[src/rtl/arl_pkg.sv]
`default_nettype none
// ----------------------------------------------------------------------------
// arl_pkg: shared definitions for the address range lookup
// Table geometry, request function codes, controller states and the
// command/status bundles between controller and datapath.
// ----------------------------------------------------------------------------
package arl_pkg;

  localparam int TABLE_DEPTH = 1024;
  localparam int IDX_BITS    = 10;
  localparam int CNT_BITS    = 11;
  localparam int ADDR_BITS   = 48;

  localparam logic FUNC_LOAD   = 1'b0;
  localparam logic FUNC_LOOKUP = 1'b1;

  typedef enum logic [1:0] {
    ST_IDLE,
    ST_SEARCH,
    ST_CHECK
  } arl_state_t;

  // controller to datapath
  typedef struct packed {
    logic accept_load;
    logic accept_lookup;
    logic step;
    logic finish;
  } arl_cmd_t;

  // datapath to controller
  typedef struct packed {
    logic empty_table;
    logic search_more;
    logic out_free;
  } arl_sts_t;

endpackage : arl_pkg
`default_nettype wire

[src/rtl/arl_ctrl.sv]
`default_nettype none
// ----------------------------------------------------------------------------
// arl_ctrl: lookup sequencer
// Accepts requests, steps the binary search and hands off the result.
// ----------------------------------------------------------------------------
module arl_ctrl import arl_pkg::*; (
  input  wire logic     clk,
  input  wire logic     rst,
  input  wire logic     req_valid,
  input  wire logic     req_func,
  input  wire arl_sts_t sts,
  output      arl_cmd_t cmd,
  output      logic     req_ready
);

  arl_state_t state, state_next;

  // state register
  always_ff @(posedge clk) begin
    if (rst) begin
      state <= ST_IDLE;
    end else begin
      state <= state_next;
    end
  end

  // next state and commands
  always_comb begin
    state_next = state;
    cmd        = '0;
    req_ready  = 1'b0;
    unique case (state)
      ST_IDLE: begin
        req_ready = 1'b1;
        if (req_valid) begin
          if (req_func == FUNC_LOOKUP) begin
            cmd.accept_lookup = 1'b1;
            state_next = sts.empty_table ? ST_CHECK : ST_SEARCH;
          end else begin
            cmd.accept_load = 1'b1;
          end
        end
      end
      ST_SEARCH: begin
        cmd.step = 1'b1;
        if (!sts.search_more) begin
          state_next = ST_CHECK;
        end
      end
      ST_CHECK: begin
        // wait for the output register to free up
        if (sts.out_free) begin
          cmd.finish = 1'b1;
          state_next = ST_IDLE;
        end
      end
      default: begin
        state_next = ST_IDLE;
      end
    endcase
  end

endmodule : arl_ctrl
`default_nettype wire

[config.mk]
export PLATFORM = sky130hd
export DESIGN_NAME = arl_ctrl
export DESIGN_NICKNAME = d
export VERILOG_FILES = /design/src/rtl/arl_pkg.sv /design/src/rtl/arl_ctrl.sv
export SDC_FILE = /design/constraint.sdc
export NUM_CORES = 1
export LEC_CHECK = 0
export BUFFER_PORTS_ARGS = -buffer_cell sky130_fd_sc_hd__buf_2
export CAP_MARGIN = 40
export CORE_AREA = 2 2 39 41
export CTS_CLUSTER_DIAMETER = 150
export DETAILED_ROUTE_END_ITERATION = 7
export DIE_AREA = 0 0 41 43
export GPL_TIMING_DRIVEN = 0
export PLACE_DENSITY = 0.31
export REMOVE_ABC_BUFFERS = 1
export SETUP_SLACK_MARGIN = 0.1
export SYNTH_ARGS = -nofsm -noshare
export SYNTH_HDL_FRONTEND = slang
export SYNTH_SLANG_ARGS = --single-unit
[constraint.sdc]
create_clock -name clk -period 1.5 [get_ports clk]
set_input_delay 0.45 -clock clk [delete_from_list [all_inputs] [get_ports clk]]
set_output_delay 0.45 -clock clk [all_outputs]
set_load 0.03 [all_outputs]
[Word level (Yosys, flattened, before mapping)]
Index checks and enable logic that the tools add are counted.
Storage, ports and cells
  memory bits (read-only): 0
  logic and storage cells: 23
  bits in registers: 2
  input bits: 7
  memory bits (writable): 0
  bits in latches: 0
  output and inout port bits: 5
  memories: 0
Operators by class
  shift operators: 0
  divide/modulo/power cells: 0
  bitwise operators: 0
  reductions and logical operators: 2
  mux-type cells: 14
  multipliers: 0
  $lt $le $gt $ge: 0
  eq/ne operators: 6
  add/subtract/negate cells: 0
Operator list (number)
  $mux W2: 7
  $ne A2 B2 Y1 const B: 4
  $mux W1: 6
  $pmux W2 S3: 1
  $reduce_and A4 Y1: 1
  $eq A2 B1 Y1 const B: 1
  $eq A2 B2 Y1 const B: 1
  $logic_not A2 Y1: 1

[Longest topological paths before layout]
  depth after elaboration: 4
  depth in mapped cells: 4
  gate-level depth less buffers: 3

[Worst setup path before layout]
OpenSTA, ideal clock, no wires.
  path kind: input port to output port
  start point: in req_func
  end point: out cmd[3] in the netlist's numbering
  required time: 1050 ps
  path buffers: 0
  arrival: 1490 ps
  stages: 1
  slack: -440 ps
  cells stage by stage: nor4b_1
On the way
  word-level cells in the longest chain between the ends: 3
RTL lines
  start: declaration: RTL line arl_ctrl.sv:10  | input wire logic req_func,
  $mux W1: RTL line arl_ctrl.sv:36  | if (req_func == FUNC_LOOKUP) begin
  $mux W2: RTL line arl_ctrl.sv:35  | if (req_valid) begin
  $mux W2: RTL line arl_ctrl.sv:32  | unique case (state)
  end: declaration: RTL line arl_ctrl.sv:12  | output arl_cmd_t cmd,
Every way passes these cells.

==> qor.txt <==
Status: finished, final reports clean
Core Area: 1380 um^2
Comb pwr share: 29.7%
Post-synthesis async set-or-reset flop share: 0%
Share of layout cells above drive strength 1: 75.8%
Buffers on Ports: 11
CTS Sinks: 2
Reg power frac: 24.0%
Final setup viols: 0
Routed WL: 490 um
Diode count: 0
Die height: 43 um
Post-Synth XOR/XNOR Area: 0%
Global-route wire length before repair: 786 um
Skew-Pair Late Insertion Delay: 0.22 ns
Biggest regs: state (2)
GP Congestion: 0.600
Slowest stage delay, CP: 0.35 ns
CTS buffer count: 3
Synth area leaders: dfxtp_1, nor4b_4, buf_6
Initial DRC Count: 3
PnR worst setup slack: 0.0215 ns
Die X: 41 um
CP bufs+invs: 1
Cell Rows: 14
Setup CP Type: flop to output port
Antenna Nets Post-Route: 0
Initial Util: 11.0%
Count of final hold-check violations: 0
CP Max Fanout: 4
Post-synth top area cell: dfxtp_1
Fmax: 676 MHz
Netlist cell types: 13
Pwr Density: 791 nW/um^2
RSZ-0062 raised after global routing: true
Max reg flops: 2
Initial antenna violation count: 0
Reg clk slew, reported paths: 0.03 ns
DRC Markers: 0
CP arrival: 1.03 ns
Final Cycle Share: 98.6%
Final slew viol count: 0
Fin util: 23.2%
Clk root buf: clkbuf_4
Multi-input logic area: 129 um^2
Net Sw Frac: 29.1%
Grt ovf: 0
Largest net degree at the start of global routing: 8
H-tree depth: 1
Worst path depth: 2
Synth Instances: 16
Max Clock Skew: 0.00448 ns
Gr usage total: 7.31%
Mux cell area share after synthesis: 0%
Hold Buf Count CTS: 0
Synth Area in Compound Gates: 18.0%
NetSw: 74.0 uW
FF-to-FF path depth: 4
HP Class: primary input to flop
Mapped cell area: 153 um^2
First-pass DRT Iterations: 4
Worst path required time: 1.05 ns
Register area: 47.5 um^2
Biggest register: state
Leakage: 0.149 nW
Clock power frac: 46.2%
Wirelength per Cell: 10.0 um
Max clock buf depth: 2
Vias per inst: 4.00
Hold path depth: 2
HPWL after DPL: 310 um
Synth-to-layout area growth: 111%
Largest family of logic cells by synthesized area: simple AND/OR/NAND/NOR gates
Crit. End Element: output port
Number of max-cap violations: 0
Seq/Total Area, Yosys: 26.2%
Post-synthesis adder-cell area fraction: 0%
Top cell type's share of synthesized area: 26.2%
Minimum clock period: 1.48 ns
Top cells by count, synth: a21oi_1, dfxtp_1, nor3_1
Worst Tran Pin Value: 0.178 ns
DP Worst Slack: 0.0130 ns
Synth Area in Simple Gates: 48.4%
DIE AREA: 1760 um^2
Worst hold margin: 0.446 ns
Ys Warns: 0
Synth Flop Type: dfxtp_1
Fillers: 159
CP max stage cell: dfxtp_4
Int Pwr: 180 uW
Rel. slew slack: 88.1%
CTS tree: built
Reg2Reg Setup Slack: 0.46 ns
CP cell instances: nor4b_4, buf_4
DR vias: 196
Final net count: 42
Vias in the first global route: 188
Ports: 12
Yosys reg bits: 2
Syn avg cell area: 9.54 um^2
Post-synth EDFFs: 0
Critical path's top delay family: flip-flops
Worst IR Drop VDD: 0.000308 V
Crit start category: flop
[final cells by class]
type | count | area share (%)
multi-input combinational | 13 | 40.1
tap | 16 | 6.23
clock buffer | 3 | 7.00
timing repair buffer | 15 | 31.9
sequential | 2 | 14.8
[power by group through the flow]
| stage | sequential (mW) | clock (mW) | combinational (mW) |
|---|---|---|---|
| 2_1_floorplan | 0.0617 | 0 | 0.0318 |
| 3_3_place_gp | 0.0627 | 0 | 0.0522 |
| 3_5_place_dp | 0.0630 | 0 | 0.0529 |
| 4_1_cts | 0.0589 | 0.124 | 0.0642 |
| 5_1_grt | 0.0614 | 0.137 | 0.0813 |
| 6_report | 0.0611 | 0.118 | 0.0757 |
[per-layer routing]
metal / up-vias / track usage, % / wire length, um
met5: - / 0 / 0
met4: 0 / 6.00 / 0
met3: 0 / 6.28 / 74
met2: 18 / 8.13 / 187
met1: 82 / 8.28 / 228
li1: 96 / - / -
[layout by cell type (no fill, tap or decap)]
| master | Yosys | layout |
|---|---|---|
| a32oi_1 | 1 | 1 |
| buf_6 | 1 | 2 |
| nor3_1 | 2 | 2 |
| and3_4 | 0 | 1 |
| and3b_1 | 1 | 1 |
| o22a_1 | 1 | 1 |
| a21oi_1 | 2 | 2 |
| dfxtp_4 | 0 | 2 |
| nor2_4 | 0 | 1 |
| nor4b_4 | 1 | 2 |
| clkbuf_4 | 0 | 3 |
| buf_4 | 0 | 6 |
| nor2_2 | 1 | 1 |
| nor2b_1 | 1 | 1 |
| buf_2 | 0 | 7 |
[per-stage QoR]
stage	power, mW	TNS [ns]	area [um^2]	instances
2_1_floorplan	0.0934	-0.636	141	15
3_3_place_gp	0.115	0	216	42
3_5_place_dp	0.116	0	216	42
4_1_cts	0.247	0	283	48
5_1_grt	0.279	-0.0527	322	49
6_report	0.254	0	322	49
[final timing paths]
| check | endpoint | startpoint |
|---|---|---|
| max | cmd[3] | state[1] |
| min | state[0] | rst |
| max reg2reg | state[1] | state[1] |
| min reg2reg | state[0] | state[0] |
[kinds of logic (layout without fill, tap and decap cells)]
| family | count (synthesis) | count (layout) |
|---|---|---|
| AO/OA/AOI/OAI | 4 | 4 |
| buffers and inverters | 1 | 18 |
| flip-flops | 2 | 2 |
| AND/OR/NAND/NOR | 9 | 9 |
[timing repair]
item / 4_1_cts / 5_1_grt
pin swaps: 1 / 0
gates resized for setup: 8 / 8
setup endpoints to repair: 5 / 5
setup buffers: 3 / 1
Note: power is estimated with default switching activity, not from simulation.
